<file path="config.mk">
export PLATFORM = sky130hd
export DESIGN_NAME = centered_moving_average_flat
export DESIGN_NICKNAME = d
export VERILOG_FILES = /design/src/hw/rtl/cma_pkg.sv /design/src/hw/rtl/cma_in_if.sv /design/src/hw/rtl/cma_out_if.sv /design/src/hw/rtl/centered_moving_average.sv /design/src/flat_wrapper.sv
export SDC_FILE = /design/constraint.sdc
export NUM_CORES = 1
export LEC_CHECK = 0
export ABC_AREA = 0
export BUFFER_PORTS_ARGS = -buffer_cell sky130_fd_sc_hd__clkbuf_2
export CORE_MARGIN = 2
export CORE_UTILIZATION = 55
export CTS_BUF_LIST = sky130_fd_sc_hd__clkbuf_2 sky130_fd_sc_hd__clkbuf_4 sky130_fd_sc_hd__clkbuf_8
export DETAILED_ROUTE_END_ITERATION = 16
export MAX_ROUTING_LAYER = met4
export PLACE_DENSITY = 0.71
export REMOVE_ABC_BUFFERS = 1
export SLEW_MARGIN = 40
export SYNTH_ARGS = -nofsm -noshare
export SYNTH_HDL_FRONTEND = slang
export SYNTH_SLANG_ARGS = --single-unit
</file>
<file path="constraint.sdc">
create_clock -name clk -period 7.36 [get_ports clk]
set_input_delay 1.472 -clock clk [delete_from_list [all_inputs] [get_ports clk]]
set_output_delay 1.472 -clock clk [all_outputs]
set_load 0.03 [all_outputs]
</file>
<file path="src/hw/rtl/cma_pkg.sv">
// ----------------------------------------------------------------------------
// cma_pkg
// Shared types and fixed constants of the centered moving average filter.
// ----------------------------------------------------------------------------
package cma_pkg;

  localparam int CFG_W     = 7;
  localparam int FRAC_BITS = 8;

  localparam logic [CFG_W-1:0] WINDOW_RESET = 7'd5;

  typedef enum logic [3:0] {
    S_IDLE = 4'b0001,
    S_SUM  = 4'b0010,
    S_DIV  = 4'b0100,
    S_OUT  = 4'b1000
  } state_t;

  typedef enum logic [1:0] {
    SRC_MEM,
    SRC_NEWEST,
    SRC_FIRST,
    SRC_ZERO
  } elem_src_t;

endpackage

</file>
<file path="src/hw/rtl/cma_in_if.sv">
// ----------------------------------------------------------------------------
// cma_in_if
// Sample request channel: valid/ready with sample and end-of-set flag.
// ----------------------------------------------------------------------------
interface cma_in_if #(
  parameter int SAMPLE_BITS = 16
);
  logic                          valid;
  logic                          ready;
  logic signed [SAMPLE_BITS-1:0] sample;
  logic                          last_sample;

  modport source (output valid, output sample, output last_sample, input ready);
  modport sink   (input valid, input sample, input last_sample, output ready);
endinterface

</file>
<file path="src/hw/rtl/cma_out_if.sv">
// ----------------------------------------------------------------------------
// cma_out_if
// Average request channel: valid/ready with Q.8 average and end-of-set flag.
// ----------------------------------------------------------------------------
interface cma_out_if
  import cma_pkg::*;
#(
  parameter int SAMPLE_BITS = 16
);
  logic                                    valid;
  logic                                    ready;
  logic signed [SAMPLE_BITS+FRAC_BITS-1:0] average;
  logic                                    last_average;

  modport source (output valid, output average, output last_average, input ready);
  modport sink   (input valid, input average, input last_average, output ready);
endinterface

</file>
<file path="src/hw/rtl/centered_moving_average.sv">
// ----------------------------------------------------------------------------
// centered_moving_average
// Centered boxcar average with edge replication over signed sample sets.
// ----------------------------------------------------------------------------
// Each average takes W reads of the sample memory through its one read port, then
// a radix-2 divider of NUM_W steps. A sample that ends the set flushes up to
// W/2 + 1 averages back to back. Sample requests are taken only while no average
// is being computed. Reset is synchronous; the sample memory is not cleared and
// needs no sweep.
// ----------------------------------------------------------------------------
module centered_moving_average
  import cma_pkg::*;
#(
  parameter int MAX_WINDOW  = 64,
  parameter int SAMPLE_BITS = 16
) (
  input  logic             clk,
  input  logic             rst,
  input  logic             window_size_we,
  input  logic [CFG_W-1:0] window_size_wdata,
  cma_in_if.sink           samples,
  cma_out_if.source        averages
);

  localparam int WIN_W      = $clog2(MAX_WINDOW + 1);
  localparam int RING_W     = $clog2(MAX_WINDOW);
  localparam int RING_DEPTH = 1 << RING_W;
  localparam int SUM_W      = SAMPLE_BITS + RING_W;
  localparam int NUM_W      = SUM_W + FRAC_BITS;
  localparam int AVG_W      = SAMPLE_BITS + FRAC_BITS;
  localparam int P_W        = WIN_W + 1;
  localparam int DCNT_W     = $clog2(NUM_W + 1);

  state_t state;

  logic [CFG_W-1:0]              window_size;
  logic                          set_active;
  logic [WIN_W-1:0]              seen;
  logic [WIN_W-1:0]              win_cur;
  logic [RING_W-1:0]             newest_ptr;
  logic signed [SAMPLE_BITS-1:0] newest;
  logic signed [SAMPLE_BITS-1:0] first;
  logic                          flushing;
  logic [WIN_W-1:0]              lag;

  logic signed [SAMPLE_BITS-1:0] ring [RING_DEPTH];
  logic signed [SAMPLE_BITS-1:0] rd_data;

  logic signed [P_W-1:0]         p;
  logic [WIN_W-1:0]              issue_cnt;
  logic                          pend;
  elem_src_t                     pend_src;
  logic signed [SUM_W-1:0]       acc;

  logic                          neg;
  logic [NUM_W-1:0]              quo;
  logic [WIN_W-1:0]              rem;
  logic [DCNT_W-1:0]             div_cnt;

  logic                          avg_valid;
  logic signed [AVG_W-1:0]       avg_data;
  logic                          avg_last;

  logic                          accept;
  logic [WIN_W-1:0]              win_cfg;
  logic [WIN_W-1:0]              win_eff;
  logic [WIN_W-1:0]              seen_base;
  logic [WIN_W-1:0]              seen_next;
  logic [WIN_W-1:0]              d_eff;
  logic [WIN_W-1:0]              off_eff;
  logic [WIN_W-1:0]              lag_first;
  logic                          emit;
  logic [WIN_W-1:0]              off_cur;
  logic [WIN_W-1:0]              lag_dec;
  logic signed [P_W-1:0]         neg_p;
  elem_src_t                     src;
  logic signed [SUM_W-1:0]       elem;
  logic signed [SUM_W-1:0]       acc_next;
  logic [NUM_W-1:0]              mag;
  logic [WIN_W:0]                trial;
  logic                          qbit;
  logic [NUM_W-1:0]              res;
  logic                          out_free;

  assign accept   = samples.valid && samples.ready;
  assign out_free = !avg_valid || averages.ready;

  always_comb begin
    if (window_size == '0) begin
      win_cfg = WIN_W'(1);
    end else if (int'(window_size) > MAX_WINDOW) begin
      win_cfg = WIN_W'(MAX_WINDOW);
    end else begin
      win_cfg = WIN_W'(window_size);
    end
    win_eff   = set_active ? win_cur : win_cfg;
    seen_base = set_active ? seen : '0;
    seen_next = (int'(seen_base) == MAX_WINDOW) ? seen_base : seen_base + WIN_W'(1);
    d_eff     = win_eff >> 1;
    off_eff   = (win_eff - WIN_W'(1)) >> 1;
    lag_first = d_eff;
    if (samples.last_sample && (seen_next - WIN_W'(1) < d_eff)) begin
      lag_first = seen_next - WIN_W'(1);
    end
    emit    = samples.last_sample || (seen_next > d_eff);
    off_cur = (win_cur - WIN_W'(1)) >> 1;
    lag_dec = lag - WIN_W'(1);
  end

  always_comb begin
    neg_p = -p;
    if (p < 0) begin
      src = (neg_p <= $signed({1'b0, off_cur})) ? SRC_NEWEST : SRC_ZERO;
    end else if (p >= $signed({1'b0, seen})) begin
      src = SRC_FIRST;
    end else begin
      src = SRC_MEM;
    end
  end

  always_comb begin
    unique case (pend_src)
      SRC_MEM:    elem = SUM_W'(rd_data);
      SRC_NEWEST: elem = SUM_W'(newest);
      SRC_FIRST:  elem = SUM_W'(first);
      SRC_ZERO:   elem = '0;
      default:    elem = '0;
    endcase
    acc_next = acc + elem;
    mag      = acc[SUM_W-1] ? NUM_W'(-{acc, {FRAC_BITS{1'b0}}})
                            : NUM_W'({acc, {FRAC_BITS{1'b0}}});
    trial    = {rem, quo[NUM_W-1]};
    qbit     = trial >= {1'b0, win_cur};
    res      = neg ? (-quo - NUM_W'(rem != '0)) : quo;
  end

  always_ff @(posedge clk) begin
    if (accept) begin
      ring[newest_ptr + RING_W'(1)] <= samples.sample;
    end
    if (state == S_SUM && issue_cnt != '0) begin
      rd_data <= ring[newest_ptr - p[RING_W-1:0]];
    end
  end

  always_ff @(posedge clk) begin
    if (rst) begin
      state       <= S_IDLE;
      window_size <= WINDOW_RESET;
      set_active  <= 1'b0;
      seen        <= '0;
      avg_valid   <= 1'b0;
      newest_ptr  <= '0;
    end else begin
      if (window_size_we) begin
        window_size <= window_size_wdata;
      end
      if (avg_valid && averages.ready && state != S_OUT) begin
        avg_valid <= 1'b0;
      end
      unique case (state)
        S_IDLE: begin
          if (accept) begin
            newest_ptr <= newest_ptr + RING_W'(1);
            newest     <= samples.sample;
            win_cur    <= win_eff;
            seen       <= seen_next;
            if (!set_active) begin
              first <= samples.sample;
            end
            set_active <= !samples.last_sample;
            flushing   <= samples.last_sample;
            lag        <= lag_first;
            if (emit) begin
              state     <= S_SUM;
              acc       <= '0;
              pend      <= 1'b0;
              issue_cnt <= win_eff;
              p         <= $signed({1'b0, lag_first + off_eff});
            end
          end
        end
        S_SUM: begin
          if (pend) begin
            acc <= acc_next;
          end
          if (issue_cnt != '0) begin
            pend      <= 1'b1;
            pend_src  <= src;
            p         <= p - P_W'(1);
            issue_cnt <= issue_cnt - WIN_W'(1);
          end else begin
            pend <= 1'b0;
            if (!pend) begin
              state   <= S_DIV;
              neg     <= acc[SUM_W-1];
              quo     <= mag;
              rem     <= '0;
              div_cnt <= DCNT_W'(NUM_W);
            end
          end
        end
        S_DIV: begin
          rem     <= qbit ? WIN_W'(trial - {1'b0, win_cur}) : WIN_W'(trial);
          quo     <= {quo[NUM_W-2:0], qbit};
          div_cnt <= div_cnt - DCNT_W'(1);
          if (div_cnt == DCNT_W'(1)) begin
            state <= S_OUT;
          end
        end
        S_OUT: begin
          if (out_free) begin
            avg_valid <= 1'b1;
            avg_data  <= res[AVG_W-1:0];
            avg_last  <= flushing && lag == '0;
            if (flushing && lag != '0) begin
              lag       <= lag_dec;
              state     <= S_SUM;
              acc       <= '0;
              pend      <= 1'b0;
              issue_cnt <= win_cur;
              p         <= $signed({1'b0, lag_dec + off_cur});
            end else begin
              state <= S_IDLE;
            end
          end
        end
        default: state <= S_IDLE;
      endcase
    end
  end

  assign samples.ready         = state == S_IDLE;
  assign averages.valid        = avg_valid;
  assign averages.average      = avg_data;
  assign averages.last_average = avg_last;

endmodule

</file>
<file path="src/flat_wrapper.sv">
// flat-port wrapper written by rule: the top's interface ports become plain ports
module centered_moving_average_flat import cma_pkg::*;
#(
  parameter int MAX_WINDOW  = 64,
  parameter int SAMPLE_BITS = 16
)
  (clk, rst, window_size_we, window_size_wdata, samples_valid, samples_sample, samples_last_sample, samples_ready, averages_valid, averages_average, averages_last_average, averages_ready);
  cma_in_if #(.SAMPLE_BITS(SAMPLE_BITS)) samples_i ();
  cma_out_if #(.SAMPLE_BITS(SAMPLE_BITS)) averages_i ();
  input  logic clk;
  input  logic rst;
  input  logic window_size_we;
  input  logic [CFG_W-1:0] window_size_wdata;
  input wire logic [$bits(samples_i.valid)-1:0] samples_valid;
  input wire logic [$bits(samples_i.sample)-1:0] samples_sample;
  input wire logic [$bits(samples_i.last_sample)-1:0] samples_last_sample;
  output wire logic [$bits(samples_i.ready)-1:0] samples_ready;
  output wire logic [$bits(averages_i.valid)-1:0] averages_valid;
  output wire logic [$bits(averages_i.average)-1:0] averages_average;
  output wire logic [$bits(averages_i.last_average)-1:0] averages_last_average;
  input wire logic [$bits(averages_i.ready)-1:0] averages_ready;
  assign samples_i.valid = samples_valid;
  assign samples_i.sample = samples_sample;
  assign samples_i.last_sample = samples_last_sample;
  assign samples_ready = samples_i.ready;
  assign averages_valid = averages_i.valid;
  assign averages_average = averages_i.average;
  assign averages_last_average = averages_i.last_average;
  assign averages_i.ready = averages_ready;
  centered_moving_average #(.MAX_WINDOW(MAX_WINDOW), .SAMPLE_BITS(SAMPLE_BITS)) u_core (.clk(clk), .rst(rst), .window_size_we(window_size_we), .window_size_wdata(window_size_wdata), .samples(samples_i), .averages(averages_i));
endmodule
</file>
==> results_dict.tcl, run 1 <==
set metrics [dict create \
    rrSetupSlack_ps 1550 \
    yosys-top-cells-area "edfxtp_1 69%, mux4_2 14%, ha_1 2.5%" \
    pin_count 56 \
    synth_compound_gate_area_share_pct 4.01 \
    dpl_worst_slack_ps 1550 \
    grt_pass1_vias 28200 \
    gr-total-overflow 0 \
    cts.path.max_buffers 3 \
    vdd_drop_max_uv 355 \
    clk_latency_ps 870 \
    die_y_um 311 \
    rsz0062_at_grt "false" \
    synthToLayoutAreaGrowth_pct 12.1 \
    drt-vias-per-instance 6.09 \
    fin_tns_setup_ps 0 \
    fin_nets 3212 \
    worst_slew_pin_slew_ps 877 \
    end_kind "flop" \
    synth_cells 2832 \
    clkTransAtPathRegs_ps 70 \
    worst_hold_slack_ps 527 \
    cap_violations 0 \
    synth_edf_count 1195 \
    skew_ps 38.6 \
    utilization_pct 62.1 \
    power_frac_seq_pct 39.9 \
    rr_worst_depth 26 \
    synth_top_family_by_area "multiplexers" \
    syn-mean-instance-area_um2 18.3 \
    worst_slack_ps 1550 \
    synth_top_area_cell "edfxtp_1" \
    p_per_area_nw_per_um2 346 \
    cts_sinks 1221 \
    core_area_um2 93300 \
    setup_violations 0 \
    ys_async_sr_fraction_pct 0 \
    cts_tree "yes" \
    drive_gt1_share_pct 25.7 \
    hold_viol_final 0 \
    slew_headroom_pct 41.5 \
    drt_first_pass_iters 5 \
    switching_share_pct 30.4 \
    hold_class "flop to flop" \
    cp.required_ps 7940 \
    die_w_um 311 \
    synth_area_um2 51700 \
    synth_xor_area_share_pct 1.91 \
    grt_max_degree 75 \
    cts_made_buffers 190 \
    start_util_pct 55.4 \
    vias 27300 \
    power_frac_clock_pct 28.2 \
    dp_hpwl_um 68400 \
    cts-root-buf "clkbuf_8" \
    cts_hold_buf 0 \
    path_max_fanout 21 \
    comb_power_share_pct 31.8 \
    wire_per_inst_um 25.7 \
    worstHoldStart "u_core.p[7]" \
    grt_pass1_wl_um 173000 \
    switching_power_mw 6.10 \
    rows 112 \
    hold-path-cell-count 0 \
    p_int_mw 14.0 \
    ys_warn_count 0 \
    design_power_total_mw 20.1 \
    fp.dieArea_um2 96500 \
    rr_startpoint "u_core.set_active" \
    synth-simple-area-share_pct 4.24 \
    antenna_left 0 \
    period_share_pct 79.0 \
    gp_congestion 0.851 \
    synth_top_area_share_pct 69.4 \
    synthMuxAreaShare_pct 15.1 \
    min_to "u_core.pend_src[0]" \
    fin_crit_ps 5810 \
    antenna_found_initial 2 \
    fmax_ghz 0.172 \
    critPathLaunchType "flop" \
    status "complete, no violations" \
    ys.flop_type "edfxtp_1" \
    yosysSeqAreaShare_pct 70.4 \
    cts_resized 0 \
    h-tree-depth 4 \
    synthAdderAreaFrac_pct 2.73 \
    critPathKind "flop to flop" \
    ys_types 70 \
    ys_seq_elements 1221 \
    slew_viol_final 0 \
    drtIter0Drc 3113 \
    cp.arrival_ps 6390 \
    postCtsSetupBuffers 0 \
    worstReg2RegEnd "u_core.p[5]" \
    track_usage_pct 24.8 \
    leakage_nw 19.4 \
    drc 0 \
    port_buffers 55 \
    drt_wl_total_um 115000 \
]
logic make-up after synthesis:
| group | after synthesis |
|---|---|
| mux | 380 |
| buf+inv | 215 |
| flops | 1221 |
| xor+xnor | 112 |
| simple gates | 467 |
| fa+ha+maj | 110 |
| compound gates | 327 |
cells in the final DEF (no fill, tap or decap), types with 8 or more instances in the layout:
cell type / netlist / final
nand2_1: 121 / 121
mux4_2: 320 / 320
buf_4: 0 / 106
inv_1: 93 / 93
edfxtp_1: 1195 / 1195
o221ai_1: 9 / 9
a21oi_1: 80 / 79
nand2b_1: 14 / 14
bufinv_16: 0 / 8
o31ai_1: 11 / 11
mux2_2: 11 / 11
nor3_1: 25 / 24
clkinv_2: 0 / 20
clkinv_1: 1 / 49
nor2_1: 176 / 174
xnor2_1: 66 / 63
xor2_1: 45 / 45
clkbuf_2: 1 / 55
a21o_1: 31 / 31
ha_1: 105 / 104
nand3_1: 29 / 29
o21ai_0: 95 / 94
o21a_1: 9 / 9
nand4_1: 11 / 11
and2_1: 13 / 12
clkbuf_8: 0 / 195
mux2i_1: 49 / 49
nor2b_1: 31 / 31
dfxtp_1: 26 / 26
clkbuf_4: 0 / 62
a211oi_1: 30 / 29
worst max-delay path, stage by stage (launching register included):
cell and delay, ps:
dfxtp_1 790, nand2_1 130, ha_1 250, nor4b_2 170, nand3_1 100, xnor2_1 120
nand2_1 150, inv_1 200, ha_1 220, xor2_1 200, inv_1 70, ha_1 290
o21a_1 110, o21a_1 160, o21a_1 160, o21ai_0 120, and4b_1 400, mux2i_1 380
inv_1 90, ha_1 290, a21o_1 180, a21o_1 200, a21o_1 180, a21oi_1 180
xnor2_1 90, a22oi_1 180, o21ai_0 110
power by group through the flow:
stage	combinational (mW)	sequential (mW)	clock, mW
final	6.39	8.03	5.68
after global routing	6.77	8.04	6.08
after CTS	6.45	8.03	5.79
after detailed placement	6.44	8.17	0
after global placement	6.30	8.16	0
after floorplan	5.23	8.12	0
synthesized netlist by cell type (all sizes together), types with 3 or more instances:
cell,number
edfxtp,1195
mux4,320
nor2,176
nand2,121
ha,105
o21ai,98
inv,93
a21oi,80
clkbuf,77
xnor2,67
mux2i,49
xor2,45
buf,44
a21o,31
nor2b,31
a211oi,30
nand3,29
dfxtp,26
nor3,25
nand2b,15
and2,13
o31ai,12
mux2,11
nand4,11
or3,10
o21a,9
o221ai,9
a22oi,7
a31oi,7
and3,7
nor4,6
a211o,5
a32oi,5
fa,5
nor4b,5
o211ai,5
o2111ai,4
o41ai,4
or4,4
and4,3
nand3b,3
o21bai,3
metrics by stage:
step / instance area [um2] / cells
2_1_floorplan: 51200 / 2711
3_3_place_gp: 54100 / 4131
3_5_place_dp: 54200 / 4134
4_1_cts: 58000 / 4477
5_1_grt: 58000 / 4482
6_report: 58000 / 4483
how the worst max path moves through the flow:
stage	from	to	slack, ps	cells after the start
2_1_floorplan	u_core.newest_ptr[0]	u_core.rd_data[0]	-4650	7
3_3_place_gp	u_core.set_active	u_core.p[5]	1680	26
3_5_place_dp	u_core.set_active	u_core.p[5]	1550	26
4_1_cts	u_core.set_active	u_core.p[5]	1530	26
5_1_grt	u_core.set_active	u_core.p[5]	980	26
6_report	u_core.set_active	u_core.p[5]	1550	26
registers in the layout (all words and copies together), names as in the netlist, 2 cells and up:
name                     count
u_core.ring               1024
u_core.quo                  30
u_core.averages.average     24
u_core.acc                  22
u_core.first                16
u_core.newest               16
u_core.rd_data              16
u_core.p                     8
u_core.issue_cnt             7
u_core.lag                   7
u_core.rem                   7
u_core.seen                  7
u_core.win_cur               7
u_core.window_size           7
u_core.newest_ptr            6
u_core.div_cnt               5
u_core.state                 4
u_core.pend_src              2
per-layer routing:
layer / part of all wire, % / GRT usage, % / vias to the layer above
met5: 0 / - / -
met3: 6.9 / 3.85 / 195
met4: 2.4 / 7.41 / 0
li1: - / - / 11900
met2: 51 / 40.3 / 1120
met1: 40 / 32.8 / 14100
cell type report:
| class | instances | area, um2 |
|---|---|---|
| flip-flops and latches | 1221 | 36400 |
| fillers | 6489 | 35300 |
| multi-input cells | 1396 | 14600 |
| clock buffers | 256 | 3140 |
| well taps | 1254 | 1570 |
| repair buffers | 170 | 1230 |
| clock inverters | 87 | 664 |
| inverters | 94 | 353 |
| diodes | 5 | 12.5 |
(Power assumes the default switching activity.)
==> inputs of run 2 (changes only) <==
clock period = 5.8 ns   (was 7.36 ns; I/O delays follow)
==> results_dict.tcl, run 2 (same netlist as run 1, synthesis figures left out) <==
set metrics [dict create \
    fin_tns_setup_ps 0 \
    synthToLayoutAreaGrowth_pct 12.1 \
    worst_slew_pin_slew_ps 812 \
    h-tree-depth 4 \
    vdd_drop_max_uv 324 \
    slew_headroom_pct 45.5 \
    dpl-instance-area_um2 54300 \
    gr-total-overflow 0 \
    drt_first_pass_iters 6 \
    p_per_area_nw_per_um2 438 \
    grt_pass1_wl_um 174000 \
    status "complete, no violations" \
    port_buffers 55 \
    worst_slack_ps 409 \
    setup_violations 0 \
    gp_congestion 0.906 \
    drive_gt1_share_pct 26.3 \
    start_util_pct 55.4 \
    slew_viol_final 0 \
    drtIter0Drc 2963 \
    die_w_um 311 \
    clk_latency_ps 860 \
    max_stage_delay_ps 410 \
    layout_common_cells "1195 x edfxtp_1, 320 x mux4_2, 199 x clkbuf_8" \
    rsz0062_at_grt "false" \
    drt-vias-per-instance 6.10 \
    cp.arrival_ps 5950 \
    postCtsSetupBuffers 0 \
    period_share_pct 92.9 \
    grt_max_degree 67 \
    cts_hold_buf 0 \
    fin_crit_ps 5390 \
    track_usage_pct 24.8 \
    layout_commonest_cell "edfxtp_1" \
    hold_class "flop to flop" \
    vias 27400 \
    cts_sinks 1221 \
    core_area_um2 93300 \
    drt_wl_total_um 115000 \
    rrSetupSlack_ps 410 \
    clkTransAtPathRegs_ps 70 \
    leakage_nw 19.4 \
    critPathBufInv 3 \
    crit_top_cell "ha_1" \
    dp_hpwl_um 68900 \
    cts-root-buf "clkbuf_8" \
    fmax_ghz 0.185 \
    wire_per_inst_um 25.6 \
    hold_viol_final 0 \
    design_power_total_mw 25.4 \
    n_fill_cell 6549 \
    skew_ps 38.7 \
    antenna_found_initial 1 \
    cts_tree "yes" \
    cts.path.max_buffers 3 \
    antenna_left 0 \
    path_max_fanout 9 \
    post-route-cell-area_um2 58000 \
    fin_nets 3223 \
    drc 0 \
    worst_hold_slack_ps 507 \
    die_y_um 311 \
    cp.required_ps 6350 \
    cts_made_buffers 186 \
    largest_register_ffs 1024 \
    rows 112 \
    worst_path_dominant_cell_family "compound AO/OA/AOI/OAI gates" \
    critPathLaunchType "flop" \
    pin_count 56 \
    critPathLaunch "u_core.seen[0]" \
    end_kind "flop" \
    cts_resized 0 \
    rr_startpoint "u_core.seen[0]" \
    cp_slowest_cell "dfxtp_1" \
    grt_pass1_vias 28300 \
    critPathKind "flop to flop" \
    regMostFlops "u_core.ring" \
    dpl_worst_slack_ps 366 \
    worstHoldStart "u_core.p[7]" \
    cap_violations 0 \
    fp.dieArea_um2 96500 \
]
-- run 2: changes by cell type in the layout (fill, tap and decap cells not counted), moves of 4 or more --
cell and change:
bufinv_16 -7, clkinv_1 -8, clkbuf_8 +4, buf_4 +12
clkinv_2 +6
-- run 2: path summary, 6_finish.rpt --
path | end | depth (start not counted)
hold reg to reg | u_core.pend_src[0] | 0
setup reg to reg | u_core.p[5] | 26
setup / recovery | u_core.p[5] | 26
hold / removal | u_core.pend_src[0] | 0
-- run 2: layer usage --
layer	vias to the layer above	routed length (um)	GRT usage, %
met4	0	2820	7.61
met1	14100	45900	32.3
met3	204	8290	4.45
met2	1184	58200	40.3
li1	11900	-	-
met5	-	0	-
-- run 2: area by class of cell --
class / count / area (um2) / area share, %
Antenna cell: 4 / 10.0 / 0.0173
Clock buffer: 263 / 3220 / 5.55
Clock inverter: 79 / 432 / 0.745
Inverter: 94 / 353 / 0.609
Multi-Input combinational cell: 1396 / 14600 / 25.2
Sequential cell: 1221 / 36400 / 62.8
Tap cell: 1254 / 1570 / 2.71
Timing Repair Buffer: 185 / 1380 / 2.37
-- run 2: through the flow --
| step | cells | util [%] |
|---|---|---|
| after floorplan | 2711 | - |
| after global placement | 4146 | 58.1 |
| after detailed placement | 4149 | 58.2 |
| after CTS | 4491 | 62.1 |
| after global routing | 4496 | 62.1 |
| final | 4496 | 62.1 |
-- run 2: worst register-to-register path: stages, from the launching register on --
cell	delay [ps]
dfxtp_1	410
nand2_1	110
ha_1	150
nor4b_4	240
nand3_1	140
xnor2_1	140
nand2_1	180
inv_1	110
ha_1	230
xor2_1	240
inv_1	70
ha_1	300
o21a_1	110
o21a_1	160
o21a_1	160
o21ai_0	200
and4b_2	370
mux2i_2	330
inv_1	80
ha_1	280
a21o_1	180
a21o_1	200
a21o_1	170
a21oi_1	170
xnor2_1	80
a22oi_1	170
o21ai_0	100
-- run 2: power by group --
| part | total, mW | leakage, nW | internal, mW | switching (mW) |
|---|---|---|---|---|
| Clock | 6.91 | 1.94 | 3.63 | 3.27 |
| Combinational | 8.33 | 6.48 | 3.95 | 4.37 |
| Sequential | 10.2 | 11.0 | 10.0 | 0.161 |
| Total | 25.4 | 19.4 | 17.6 | 7.81 |
